<file path="src/rtl/ipbf_pkg.sv">
// shared types and constants for the ipv4 blocklist packet filter
package ipbf_pkg;

    localparam int HEADER_BYTES = 94;
    localparam int CNT_W        = 7;
    localparam int ETH_LEN      = 14;
    localparam int IPV4_MIN_END = 34;
    localparam logic [15:0] ETHERTYPE_IPV4 = 16'h0800;
    localparam logic [7:0]  PROTO_TCP      = 8'd6;
    localparam logic [7:0]  PROTO_UDP      = 8'd17;

    typedef enum logic [1:0] {
        MODE_BYTE = 2'd0,
        MODE_ADDR = 2'd1,
        MODE_TCP  = 2'd2,
        MODE_UDP  = 2'd3
    } t_mode;

    typedef enum logic [2:0] {
        CAUSE_SHORT    = 3'd0,
        CAUSE_ADDR     = 3'd1,
        CAUSE_TCP      = 3'd2,
        CAUSE_UDP      = 3'd3,
        CAUSE_ALLOW    = 3'd4,
        CAUSE_DENY     = 3'd5,
        CAUSE_SHORT_L4 = 3'd6
    } t_cause;

    // frame summary captured on the last byte
    typedef struct packed {
        logic        ipv4;
        logic [31:0] src;
        logic        is_tcp;
        logic        is_udp;
        logic        l4_short;
        logic [15:0] port;
    } t_frame;

endpackage

</file>
<file path="src/rtl/ipbf_rules.sv">
// address and port rule tables with parallel match
module ipbf_rules #(
    parameter int RULE_ENTRIES = 16
) (
    input  logic        i_clk,
    input  logic        i_rst_n,
    input  logic        i_wr_en,
    input  logic [1:0]  i_mode,
    input  logic [3:0]  i_slot,
    input  logic [31:0] i_key,
    input  logic        i_enable,
    input  logic [31:0] i_src,
    input  logic [15:0] i_port,
    output logic        o_addr_hit,
    output logic        o_tcp_hit,
    output logic        o_udp_hit
);
    import ipbf_pkg::*;

    logic [31:0]             r_addr [RULE_ENTRIES];
    logic [15:0]             r_tcp  [RULE_ENTRIES];
    logic [15:0]             r_udp  [RULE_ENTRIES];
    logic [RULE_ENTRIES-1:0] r_addr_on;
    logic [RULE_ENTRIES-1:0] r_tcp_on;
    logic [RULE_ENTRIES-1:0] r_udp_on;

    // table writes; slots past the table are ignored
    always_ff @(posedge i_clk) begin
        for (int k = 0; k < RULE_ENTRIES; k++) begin
            if (i_wr_en && int'(i_slot) == k) begin
                case (t_mode'(i_mode))
                    MODE_ADDR: r_addr[k] <= i_key;
                    MODE_TCP:  r_tcp[k]  <= i_key[15:0];
                    MODE_UDP:  r_udp[k]  <= i_key[15:0];
                    default: ;
                endcase
            end
        end
    end

    always_ff @(posedge i_clk) begin
        if (!i_rst_n) begin
            r_addr_on <= '0;
            r_tcp_on  <= '0;
            r_udp_on  <= '0;
        end else begin
            for (int k = 0; k < RULE_ENTRIES; k++) begin
                if (i_wr_en && int'(i_slot) == k) begin
                    case (t_mode'(i_mode))
                        MODE_ADDR: r_addr_on[k] <= i_enable;
                        MODE_TCP:  r_tcp_on[k]  <= i_enable;
                        MODE_UDP:  r_udp_on[k]  <= i_enable;
                        default: ;
                    endcase
                end
            end
        end
    end

    // parallel compares
    always_comb begin
        o_addr_hit = 1'b0;
        o_tcp_hit  = 1'b0;
        o_udp_hit  = 1'b0;
        for (int k = 0; k < RULE_ENTRIES; k++) begin
            o_addr_hit |= r_addr_on[k] && r_addr[k] == i_src;
            o_tcp_hit  |= r_tcp_on[k]  && r_tcp[k]  == i_port;
            o_udp_hit  |= r_udp_on[k]  && r_udp[k]  == i_port;
        end
    end

endmodule

</file>
<file path="config.mk">
export PLATFORM = sky130hd
export DESIGN_NAME = ipbf_rules
export DESIGN_NICKNAME = d
export VERILOG_FILES = /design/src/rtl/ipbf_pkg.sv /design/src/rtl/ipbf_rules.sv
export SDC_FILE = /design/constraint.sdc
export NUM_CORES = 1
export LEC_CHECK = 0
export BUFFER_PORTS_ARGS = -buffer_cell sky130_fd_sc_hd__buf_4
export CORE_MARGIN = 2
export CORE_UTILIZATION = 50
export DETAILED_ROUTE_END_ITERATION = 6
export GPL_TIMING_DRIVEN = 0
export PLACE_DENSITY_LB_ADDON = 0.08
export SLEW_MARGIN = 0
export SYNTH_ARGS = -nofsm -noshare
export SYNTH_HDL_FRONTEND = slang
export SYNTH_SLANG_ARGS = --single-unit
</file>
<file path="constraint.sdc">
create_clock -name i_clk -period 8.5 [get_ports i_clk]
set_clock_uncertainty 0.2 [all_clocks]
set_input_delay 0.425 -clock i_clk [delete_from_list [all_inputs] [get_ports i_clk]]
set_output_delay 0.425 -clock i_clk [all_outputs]
set_load 0.02 [all_outputs]
</file>
Word level (Yosys, flattened, before mapping):

Memories as Yosys holds them, arrays and structs flattened.
Index checks and enable logic that the tools add are counted.

* word-level logic and storage cells: 554
* memories: 3
* bits of input ports: 90
* register bits after elaboration: 48
* bits in writable memories: 1024

* bitwise operators: 45
* mux-type cells: 234
* reductions and logical operators: 158
* equality and inequality tests: 66

Memory list
* r_addr: depth 16, width 32, rd ports 16, clocked after Yosys merged registers in 0, wr ports 1, line ipbf_rules.sv:20 `logic [31:0] r_addr [RULE_ENTRIES];`
* r_tcp: depth 16, width 16, rd ports 16, clocked after Yosys merged registers in 0, wr ports 1, line ipbf_rules.sv:21 `logic [15:0] r_tcp [RULE_ENTRIES];`
* r_udp: depth 16, width 16, rd ports 16, clocked after Yosys merged registers in 0, wr ports 1, line ipbf_rules.sv:22 `logic [15:0] r_udp [RULE_ENTRIES];`

Operators with widths (count)
* equality test 16 bit: 32
* equality test 32 bit: 16
* two-way mux 16 bit: 30
* two-way mux 32 bit: 15
* OR reduction 16 bit: 30
* OR reduction 32 bit: 15
* two-way mux 4 bit: 45
* two-way mux 1 bit: 144
* AND reduction 2 bit: 48
* logical AND 1 bit: 64
* bitwise OR 1 bit: 45
* equality test 4 bit (second input constant): 8
* equality test 4 x 3 -> 1 bit (second input constant): 4
* equality test 4 x 2 -> 1 bit (second input constant): 2
* equality test 2 bit (second input constant): 2
* equality test 4 x 1 -> 1 bit (second input constant): 1
* zero test 4 bit: 1
* equality test 2 x 1 -> 1 bit (second input constant): 1

Longest topological paths before layout:

* depth after elaboration: 20
* gate-level depth with buffers: 8

Least setup slack after synthesis:

Ideal clock, no wire load.

* path kind: in2reg
* from: in i_slot[3]
* to: mem r_addr[3][4] (netlist: r_addr[0][100]) (enable)
* stages: 3
* buffers on the path: 0
* arrival time: 2.399 ns
* slack: 5.478 ns
* data required time: 7.877 ns
* setup time: 0.423 ns
* cell sequence: nor3b_1 > nand3_1 > nor2_1

* longest elaborated chain between the ends: 20
* elaborated cells between the ends (all ways): 109
* those cells by class: eq/ne: 15; mux: 62; reduce/logical: 32

Ends and longest elaborated chain
* start: declaration: line ipbf_rules.sv:9 `input logic [3:0] i_slot,`
* equality test 4 x 2 -> 1 bit: line ipbf_rules.sv:30 `if (i_wr_en && int'(i_slot) == k) begin`
* logical AND 1 bit: line ipbf_rules.sv:30
* two-way mux 1 bit: line ipbf_rules.sv:30
* two-way mux 1 bit (implied by the code): line ipbf_rules.sv:32 `MODE_ADDR: r_addr[k] <= i_key;`
* OR reduction 32 bit (no line)
* two-way mux 4 bit (no line) or two-way mux 1 bit (tied branches) (15 in a row)
* end: declaration: line ipbf_rules.sv:20

Parallel ways exist; a longest one is shown, timed or not.

==> impl_metrics.yaml <==
yosys:
  synth_top_area_cell: "edfxtp_1"
  synthArstFlopShare_pct: 0
  synth_top_area_share_pct: 67.9
  synth_ff_type: "edfxtp_1"
  yosysWarningCount: 0
  syn_inst: 2862
  ys_ff_latch: 1072
  synthesis.area_mm2: 0.0453
  synth-edff-count: 1024
  syn-num-nets: 2952
  synth_area_per_cell_um2: 15.8
  ys_top_cells_by_count: "edfxtp_1, xor2_1, xnor2_1, nor4_1, nand4_1"
  synth.most_common_cell: "edfxtp_1"
  synth.area.top_cells: "edfxtp_1, xor2_1, xnor2_1, nor4_1, dfxtp_1"
  ys_seq_area_share_pct: 70.1
  synth_cell_types: 26
critical_path:
  cp_max_fo: 1
  criticalPathCategory: "flip-flop to output pin"
  crit_chain: "xor2_1 -> nor4_1 -> nand4_1 -> nor4_1 -> nor4_1 -> nand4_1 -> buf_4"
  cpMaxStageDelayCell: "nor4_1"
  cp.arrival_ns: 3.43
  end_kind: "output pin"
  startpoint_type: "flip-flop"
  cp_common_cell: "nor4_1"
  cp.depth: 7
  cpPeakStageDelay_ns: 1.02
  reg2regPathDepth: 2
  crit_family: "simple AND/OR/NAND/NOR gates"
  path_buf_inv: 1
  worst_ep_required_time_ns: 7.88
route:
  first_iter_violations: 3176
  remaining_drc_errors: 0
  viasPerCell: 5.96
  routed_wl_um: 146000
  drtPass1Iterations: 5
  num_vias: 25700
  antenna_left: 0
  wire_per_inst_um: 33.8
timing:
  hold_viol_final: 0
  fin_setup_tns_ns: 0
  tightest_slew_ns: 1.42
  drv_slew: 0
  fin_crit_ns: 4.06
  fin_crit_sh_pct: 47.7
  maxSlewHeadroom_pct: 5.29
  finalSetupViolCount: 0
  clock.fmax_mhz: 247
  rsz0062_at_grt: "no"
die:
  ios: 93
  num_rows: 110
  die-area_mm2: 0.0929
  core_mm2: 0.0899
  start_util_pct: 50.4
  die_w_um: 305
  die_h_um: 305
finish:
  final_util_pct: 56.9
  drive_gt1_share_pct: 12.4
  antenna_cells: 0
  areaGrowthSynthToFinish_pct: 13.1
  layout.nets: 3138
  filler_cell_count: 7140
run:
  maxCapViolations: 0
global_routing:
  track_usage_pct: 31.4
  grt_pass1_wl_um: 200000
  overflow: 0
  grt_pass1_vias: 25600
  grt_max_degree: 49
  grt_antenna_before_repair: 6
cts:
  ctsHtreeMaxLevel: 3
  cts_hold_buffers: 16
  clock_latency_ns: 0.69
  cts_root_buffer: "clkbuf_16"
  cts_made_buffers: 110
  cts-resized-gates: 0
  clock-sinks: 1072
  post_cts_buffers: 0
  cts_tree: "done"
  clkTransAtPathRegs_ns: 0.06
  cts_buffer_depth: 3
power_and_ir_drop:
  ir_worst_vdd_uv: 184
  cellLeakagePower_nw: 16.3
  p_per_area_mw_per_mm2: 223
placement:
  io_buffers: 42
  place_congestion: 0.843
  dp_hpwl_um: 82400
outcome:
  status: "completed"
min_path:
  hp-class: "primary input to flip-flop"
  whs_path_depth: 3
worst reg2reg max path, delay by kind of cell, from the launching register on:
kind            cells  cell delay (ns)
flops               1             0.44
compound gates      2             0.31
power breakdown:
part	switching [mW]	internal, mW
clock	2.05	2.75
sequential	0.0136	5.82
combinational	0.546	0.213
total	2.61	8.78
final timing paths:
path / end / slack [ns] / start
max: o_tcp_hit / 4.44 / r_tcp[0][78]
min: r_tcp_on[4] / 0.1 / i_enable
max reg2reg: r_addr_on[15] / 7.48 / r_addr_on[15]
min reg2reg: r_udp_on[3] / 0.28 / r_udp_on[3]
per-stage QoR:
stage                     setup WS, ns  power, mW  hold WS [ns]  std cells  area [µm²]
after floorplan                   5.48       6.31         0.258       2862       45300
after global placement            4.07       6.67         0.268       4080       47000
after detailed placement          4.72       6.69         0.276       4090       47400
after CTS                         4.51       11.4        0.0545       4315       51100
after global routing              4.55       11.6        0.0935       4321       51200
final                             4.44       11.4        0.0997       4321       51200
layout make-up:
| type | instances | area [µm²] | share of cell area, % |
|---|---|---|---|
| plain buffers | 147 | 1120 | 2.19 |
| clock inverters | 59 | 499 | 0.975 |
| flip-flops and latches | 1072 | 31700 | 62.0 |
| inverters | 1 | 3.75 | 0.00733 |
| well taps | 1176 | 1470 | 2.87 |
| clock buffers | 150 | 3060 | 5.97 |
| multi-input cells | 1642 | 12600 | 24.6 |
| repair buffers | 74 | 736 | 1.44 |
cells in the final DEF (no fill, tap or decap), drive strengths merged, types with 2 or more instances in the layout:
cell         netlist  layout
a21boi            48      48
buf              131     189
bufinv             0       8
clkbuf            16     166
clkinv             0      47
dfxtp             48      48
dlygate4sd3        0      16
edfxtp          1024    1024
inv                1       4
nand2             95      95
nand2b             3       3
nand3             35      35
nand4            116     116
nor2              50      50
nor2b              2       2
nor3              30      30
nor4             188     188
o21ai             48      48
xnor2            403     403
xor2             620     620
layer usage:
layer / part of all wire, % / track usage, % / wire length (µm) / vias up
met5: 0 / 0 / 0 / -
met4: 4.4 / 13.0 / 6480 / 0
met3: 7.0 / 3.68 / 10200 / 290
li1: - / - / - / 10800
met2: 49 / 53.5 / 72200 / 1298
met1: 39 / 40.9 / 57300 / 13400
sequential cells by signal, indices dropped and copies added, names as in the netlist:
register / cells
r_addr: 512
r_tcp: 256
r_udp: 256
r_addr_on: 16
r_tcp_on: 16
r_udp_on: 16
kinds of logic (layout without fill, tap and decap cells):
logic type	after synthesis	in the layout	synth area share (%)
flops	1072	1072	70.1
simple gates	522	522	6.30
xor+xnor	1023	1023	19.8
compound gates	97	97	1.35
buf+inv	148	431	2.48
Note: power is estimated with default switching activity, not from simulation.
