--- src/rtl/ipbf_pkg.sv ---
// shared types and constants for the ipv4 blocklist packet filter
package ipbf_pkg;

    localparam int HEADER_BYTES = 94;
    localparam int CNT_W        = 7;
    localparam int ETH_LEN      = 14;
    localparam int IPV4_MIN_END = 34;
    localparam logic [15:0] ETHERTYPE_IPV4 = 16'h0800;
    localparam logic [7:0]  PROTO_TCP      = 8'd6;
    localparam logic [7:0]  PROTO_UDP      = 8'd17;

    typedef enum logic [1:0] {
        MODE_BYTE = 2'd0,
        MODE_ADDR = 2'd1,
        MODE_TCP  = 2'd2,
        MODE_UDP  = 2'd3
    } t_mode;

    typedef enum logic [2:0] {
        CAUSE_SHORT    = 3'd0,
        CAUSE_ADDR     = 3'd1,
        CAUSE_TCP      = 3'd2,
        CAUSE_UDP      = 3'd3,
        CAUSE_ALLOW    = 3'd4,
        CAUSE_DENY     = 3'd5,
        CAUSE_SHORT_L4 = 3'd6
    } t_cause;

    // frame summary captured on the last byte
    typedef struct packed {
        logic        ipv4;
        logic [31:0] src;
        logic        is_tcp;
        logic        is_udp;
        logic        l4_short;
        logic [15:0] port;
    } t_frame;

endpackage

--- src/rtl/ipbf_parse.sv ---
// header byte store and frame field extraction
module ipbf_parse (
    input  logic                  i_clk,
    input  logic                  i_rst_n,
    input  logic                  i_byte_en,
    input  logic [7:0]            i_byte,
    input  logic                  i_last,
    output ipbf_pkg::t_frame      o_frame
);
    import ipbf_pkg::*;

    logic [7:0]       r_hdr [HEADER_BYTES];
    logic [CNT_W-1:0] r_seen;
    logic [CNT_W-1:0] n_seen;

    // byte count, saturating at the header size, cleared after last byte
    always_comb begin
        n_seen = r_seen;
        if (i_byte_en) begin
            if (i_last) n_seen = '0;
            else if (r_seen < CNT_W'(HEADER_BYTES)) n_seen = r_seen + 1'b1;
        end
    end

    always_ff @(posedge i_clk) begin
        if (!i_rst_n) r_seen <= '0;
        else          r_seen <= n_seen;
    end

    // header store, one shift-free slot per byte position
    always_ff @(posedge i_clk) begin
        for (int k = 0; k < HEADER_BYTES; k++) begin
            if (i_byte_en && r_seen == CNT_W'(k)) r_hdr[k] <= i_byte;
        end
    end

    // current view with the incoming byte merged in
    logic [7:0]       v_hdr [HEADER_BYTES];
    logic [CNT_W-1:0] v_len;
    logic [3:0]       ihl;
    logic [7:0]       proto;
    logic [7:0]       need;
    logic [15:0]      port;

    always_comb begin
        for (int k = 0; k < HEADER_BYTES; k++) begin
            v_hdr[k] = (r_seen == CNT_W'(k)) ? i_byte : r_hdr[k];
        end
        v_len = (r_seen < CNT_W'(HEADER_BYTES)) ? r_seen + 1'b1 : r_seen;
        ihl   = v_hdr[14][3:0];
        proto = v_hdr[23];
        need  = 8'(ETH_LEN) + {2'b0, ihl, 2'b0} + ((proto == PROTO_TCP) ? 8'd20 : 8'd8);
        // port select over the possible l4 offsets
        port = '0;
        for (int h = 0; h < 16; h++) begin
            if (ihl == 4'(h) && ETH_LEN + 4*h + 3 < HEADER_BYTES)
                port = {v_hdr[ETH_LEN + 4*h + 2], v_hdr[ETH_LEN + 4*h + 3]};
        end
        o_frame.ipv4 = (v_len >= CNT_W'(IPV4_MIN_END))
                     && ({v_hdr[12], v_hdr[13]} == ETHERTYPE_IPV4);
        o_frame.src  = {v_hdr[26], v_hdr[27], v_hdr[28], v_hdr[29]};
        o_frame.is_tcp   = proto == PROTO_TCP;
        o_frame.is_udp   = proto == PROTO_UDP;
        o_frame.l4_short = ({1'b0, v_len} < need) || (need > 8'(HEADER_BYTES));
        o_frame.port     = port;
    end

endmodule

--- config.mk ---
export PLATFORM = sky130hd
export DESIGN_NAME = ipbf_parse
export DESIGN_NICKNAME = d
export VERILOG_FILES = /design/src/rtl/ipbf_pkg.sv /design/src/rtl/ipbf_parse.sv
export SDC_FILE = /design/constraint.sdc
export NUM_CORES = 1
export LEC_CHECK = 0
export CAP_MARGIN = 40
export CORE_AREA = 2 2 159 316
export CTS_CLUSTER_DIAMETER = 30
export DETAILED_ROUTE_END_ITERATION = 7
export DIE_AREA = 0 0 161 318
export DONT_BUFFER_PORTS = 1
export PLACE_DENSITY = 0.6
export SYNTH_ARGS = -nofsm -noshare
export SYNTH_HDL_FRONTEND = slang
export SYNTH_SLANG_ARGS = --single-unit
--- constraint.sdc ---
create_clock -name i_clk -period 4.1 [get_ports i_clk]
set_clock_uncertainty 0.15 [all_clocks]
set_input_delay 0.41 -clock i_clk [delete_from_list [all_inputs] [get_ports i_clk]]
set_output_delay 0.41 -clock i_clk [all_outputs]
set_load 0.02 [all_outputs]
Yosys cells after proc, flatten, opt, wreduce, memory -nomap -nowiden
Memories as Yosys holds them, arrays and structs flattened.
Index checks and enable logic that the tools add are counted.
{ "word_totals": {"word_cells": 835, "rom_bits": 0, "ram_bits": 752, "register_bits": 7, "latch_bits": 0, "memories": 1} }
{ "mem_list": {"columns": ["memory", "words", "width", "read_ports", "rd_clocked_by_memory_dff", "write_ports", "line_no", "rtl"], "rows": [
  ["r_hdr", 94, 8, 38, 0, 1, "ipbf_parse.sv:12", "logic [7:0] r_hdr [HEADER_BYTES];"]
]} }
{ "op_classes": {"order_cmp": 4, "n_mux": 524, "bitwise": 0, "n_addsub": 3, "reduce_logical": 191, "eq_ne": 111, "shift": 0, "div": 0, "mul": 0} }
{ "op_table": {"columns": ["cell", "n"], "rows": [
  ["$mux W8", 130],
  ["$reduce_or A8 Y1", 93],
  ["$mux W7", 95],
  ["$mux W1", 281],
  ["$mux W16", 16],
  ["$eq A7 B6 Y1 const B", 32],
  ["$eq A7 B7 Y1 const B", 30],
  ["$eq A7 B5 Y1 const B", 16],
  ["$logic_and A1 B1 Y1", 95],
  ["$eq A7 B4 Y1 const B", 8],
  ["$eq A4 B4 Y1 const B", 8],
  ["$eq A7 B3 Y1 const B", 4],
  ["$eq A16 B12 Y1 const B", 1],
  ["$eq A4 B3 Y1 const B", 4],
  ["$eq A7 B2 Y1 const B", 2],
  ["$add A7 B5 Y8", 1],
  ["$eq A4 B2 Y1 const B", 2],
  ["$eq A8 B3 Y1 const B", 1],
  ["$eq A8 B5 Y1 const B", 1],
  ["$gt A8 B7 Y1 const B", 1],
  ["$lt A7 B8 Y1", 1],
  ["$add A4 B6 Y7 const A", 1],
  ["$add A7 B1 Y7 const B", 1],
  ["$eq A7 B1 Y1 const B", 1],
  ["8 further kinds", 8]
]} }

Depth between registers and ports, before layout
{ "depth": {"word_depth": 98, "ltp_mapped": 19, "depth_no_buf": 16} }

Worst setup path before layout
OpenSTA, ideal clock, no wires.
{ "synth_timing": {"path_kind": "register -> output", "start": "register r_seen[0]", "end": "output port o_frame[16] in the netlist's numbering", "slack_ns": -0.124, "required_ns": 3.540, "t_arrival_ns": 3.664, "path_stages_with_launch": 20, "cell_sequence": "dfxtp_1 -> inv_1 -> ha_1 -> nor2b_2 -> buf_4 -> buf_2 -> nand3_1 -> and2_1 -> ha_1 -> clkbuf_1 -> clkinv_1 -> xnor2_1 -> ha_1 -> nor2b_1 -> o21ai_0 -> xnor2_1 -> ha_1 -> o21ai_0 -> o21bai_1 -> o221ai_1"} }
{ "synth_rtl": {"columns": ["element", "line_no", "rtl"], "rows": [
  ["from (decl)", "ipbf_parse.sv:13", "logic [CNT_W-1:0] r_seen;"],
  ["from (signal assigned)", "ipbf_parse.sv:27", "else r_seen <= n_seen;"],
  ["to (decl)", "ipbf_parse.sv:8", "output ipbf_pkg::t_frame o_frame"]
]} }

==> flow_summary.toml <==
[setup_path]
crit_path_end_kind = "primary output"
r2r_cells = 6
worstReg2RegStart = "r_seen[4]$_SDFFE_PN0P_"
worstPathArrival_ns = 3.68
crit_path_start_kind = "register"
rrSetupSlack_ns = 1.30
crit_type = "register to primary output"
crit_required_ns = 3.54
timing.rr.end = "r_hdr[13][7]$_DFFE_PP_"
crit_fanout = 7

[drt]
route.vias.total = 13070
ant_nets = 0
drtIter0Drc = 1421
wl_per_cell_um = 26.63
firstDrtPassIters = 6
drc = 0
avgViaCountPerCell = 5.933
drt-total-wl_um = 58670

[run]
cap_violations = 0

[finish]
area_growth_pct = 26.93
drive_gt1_frac = 0.3288
fill_cells = 4525
n_antenna_cell = 0
fin_nets = 1549

[yosys]
yosys.area.top_type = "edfxtp_1"
synth_area_leaders = "edfxtp_1 (54%), mux2i_1 (8.8%), mux2_2 (5.8%)"
synth_edf_count = 300
syn_nets = 1426
async_reset_ff_frac = 0
syn_avg_cell_area_um2 = 12.02
synth_ff_type = "edfxtp_1"
syn_inst = 1400
yosysWarnings = 0
ys_seq_elements = 307
synth-seq-area-share = 0.5437
synth_most_common_cell = "edfxtp_1"
synth_top_area_frac = 0.5354
synthDistinctLibCells = 90
synth_area_um2 = 16830
synth_top_cells_by_count = "edfxtp_1 (300), mux2i_1 (148), o21ai_0 (109)"

[status]
status = "complete, but fails checks"
violations = "setup timing"

[placed_design]
io_buffers = 0
post-place-ws_ns = 0.09319
hpwl_um = 33340
gp_congestion = 0.9206

[die]
initial_utilization = 0.3439
die_w_um = 161
core_area_um2 = 48920
fp.dieH_um = 318
row_count = 115
pin_count = 64
die_area_um2 = 51200

[pwr]
peakVddDrop_mv = 0.3627
p_per_area_nw_per_um2 = 370.9
leakage_nw = 7.310

[sta]
slew_headroom = 0.4706
grt_setup_unrepaired = "true"
worst_pin_slew_ns = 0.7940
fin_setup_tns_ns = -1.044
max_freq_ghz = 0.2360
setup_violations = 12
slew_viol_final = 0
fin_crit_sh = 1.033
hold_viol = 0
final.min_clock_period_ns = 4.237
fin_ws_ns = -0.1371

[global_routing]
grt_usage = 0.2229
overflow = 0
grt_max_degree = 45
grt_pass1_wl_um = 84970
antenna_found_initial = 0
grt_pass1_vias = 13049

[clock_tree]
cts_tree = "built"
cts.htree.levels = 2
clk_latency_ns = 0.57
root_buffer = "clkbuf_16"
clk_path_buf_depth = 3
cts_buffers = 48
clk_pin_slew_ns = 0.05
cts_num_sinks = 307

[worst_hold_path]
holdPathStages = 3
min_from = "i_byte_en"
hold_class = "input port to register"
holdPathEnd = "r_seen[1]$_SDFFE_PN0P_"
## sequential cells by signal, indices dropped and copies added (netlist names)
name and cells:
r_seen 7, r_hdr 300
## worst max-delay path by stage
stage	startpoint	to	slack, ns	cells after the start
5_1_grt	r_seen[2]$_SDFFE_PN0P_	o_frame[5]	-0.22	15
3_5_place_dp	r_seen[0]$_SDFFE_PN0P_	o_frame[4]	0.09	16
2_1_floorplan	r_seen[0]$_SDFFE_PN0P_	o_frame[16]	-0.03	19
4_1_cts	r_seen[0]$_SDFFE_PN0P_	o_frame[15]	-0.05	17
6_report	r_seen[0]$_SDFFE_PN0P_	o_frame[7]	-0.14	17
3_3_place_gp	r_seen[0]$_SDFFE_PN0P_	o_frame[4]	0.16	16
## kinds of logic after synthesis
family	synth area share
AOI/OAI and AO/OA	0.1474
xor gates and xnor gates	0.004684
adders and majority gates	0.01086
buffers and inverters	0.03718
DFF	0.5437
muxes	0.1463
and+or+nand+nor	0.1099
## per-layer routing
metal | share of wire | up-vias | global-route usage
met1 | 0.39 | 6457 | 0.2799
met3 | 0.067 | 191 | 0.03130
li1 | - | 5756 | -
met2 | 0.48 | 666 | 0.3685
met5 | 0 | - | 0
met4 | 0.058 | 0 | 0.1224
## power by group
group          switching (mW)  total, mW  leakage (nW)  internal [mW]
logic                   0.121      0.173          3.73         0.0518
registers            0.000946       3.44          2.75           3.44
clock network            1.67       4.31         0.821           2.63
## through the flow
stage          utilization  hold WS, ns  cells  power (mW)  instance area, um2
2_1_floorplan            -       0.3589   1400       3.585               16860
3_3_place_gp        0.3736       0.3648   2070       3.573               18280
3_5_place_dp        0.3747       0.3662   2079       3.573               18330
4_1_cts             0.4254     0.003504   2190       7.935               20810
5_1_grt             0.4366      0.04523   2203       8.068               21360
6_report            0.4366      0.01008   2203       7.921               21360
## what timing repair did
action                                 4_1_cts  5_1_grt
hold buffers                                 9        0
endpoints found under the hold margin      307        0
pin swaps                                   37       51
setup buffers                               13       17
cloned                                       3        0
gates resized for setup                    118       91
setup endpoints to repair                   17       17
## critical path, stage by stage (launching register included)
cell	delay, ns
dfxtp_2	0.33
inv_4	0.06
ha_4	0.15
nor2b_4	0.18
nand3_2	0.10
and2_4	0.20
inv_4	0.06
ha_4	0.17
clkinv_4	0.07
buf_6	0.12
o41ai_4	0.40
buf_6	0.21
a221oi_1	0.09
a211o_1	0.35
a31oi_1	0.16
buf_4	0.14
o22a_1	0.17
buf_12	0.13
## cell usage in the layout, fill, tap and decap left out, types with 9 or more instances in the layout
cell,netlist,layout
a221oi_1,20,15
nor2_1,56,54
o21ai_2,1,12
nor2_2,11,9
nor2b_1,15,12
buf_12,0,11
inv_6,0,10
buf_6,9,28
nor3_1,25,24
nand2_1,88,82
mux2i_1,148,147
clkbuf_16,0,49
a211o_1,13,10
a211oi_1,16,13
nand3_1,53,50
o21ai_1,6,20
mux2_2,87,87
a21oi_1,77,71
nand4_1,19,19
o21ai_0,109,83
buf_4,11,130
edfxtp_1,300,300
a22oi_1,12,10
## final cells by class
| class | instances | area [um2] | share of cell area |
|---|---|---|---|
| Clock buffer | 49 | 1226 | 0.05741 |
| Clock inverter | 38 | 475.5 | 0.02226 |
| Inverter | 12 | 67.56 | 0.003163 |
| Multi-Input combinational cell | 969 | 7861 | 0.3681 |
| Sequential cell | 307 | 9159 | 0.4288 |
| Tap cell | 643 | 804.5 | 0.03767 |
| Timing Repair Buffer | 185 | 1764 | 0.08260 |
Power figures use the tool's default switching activity.
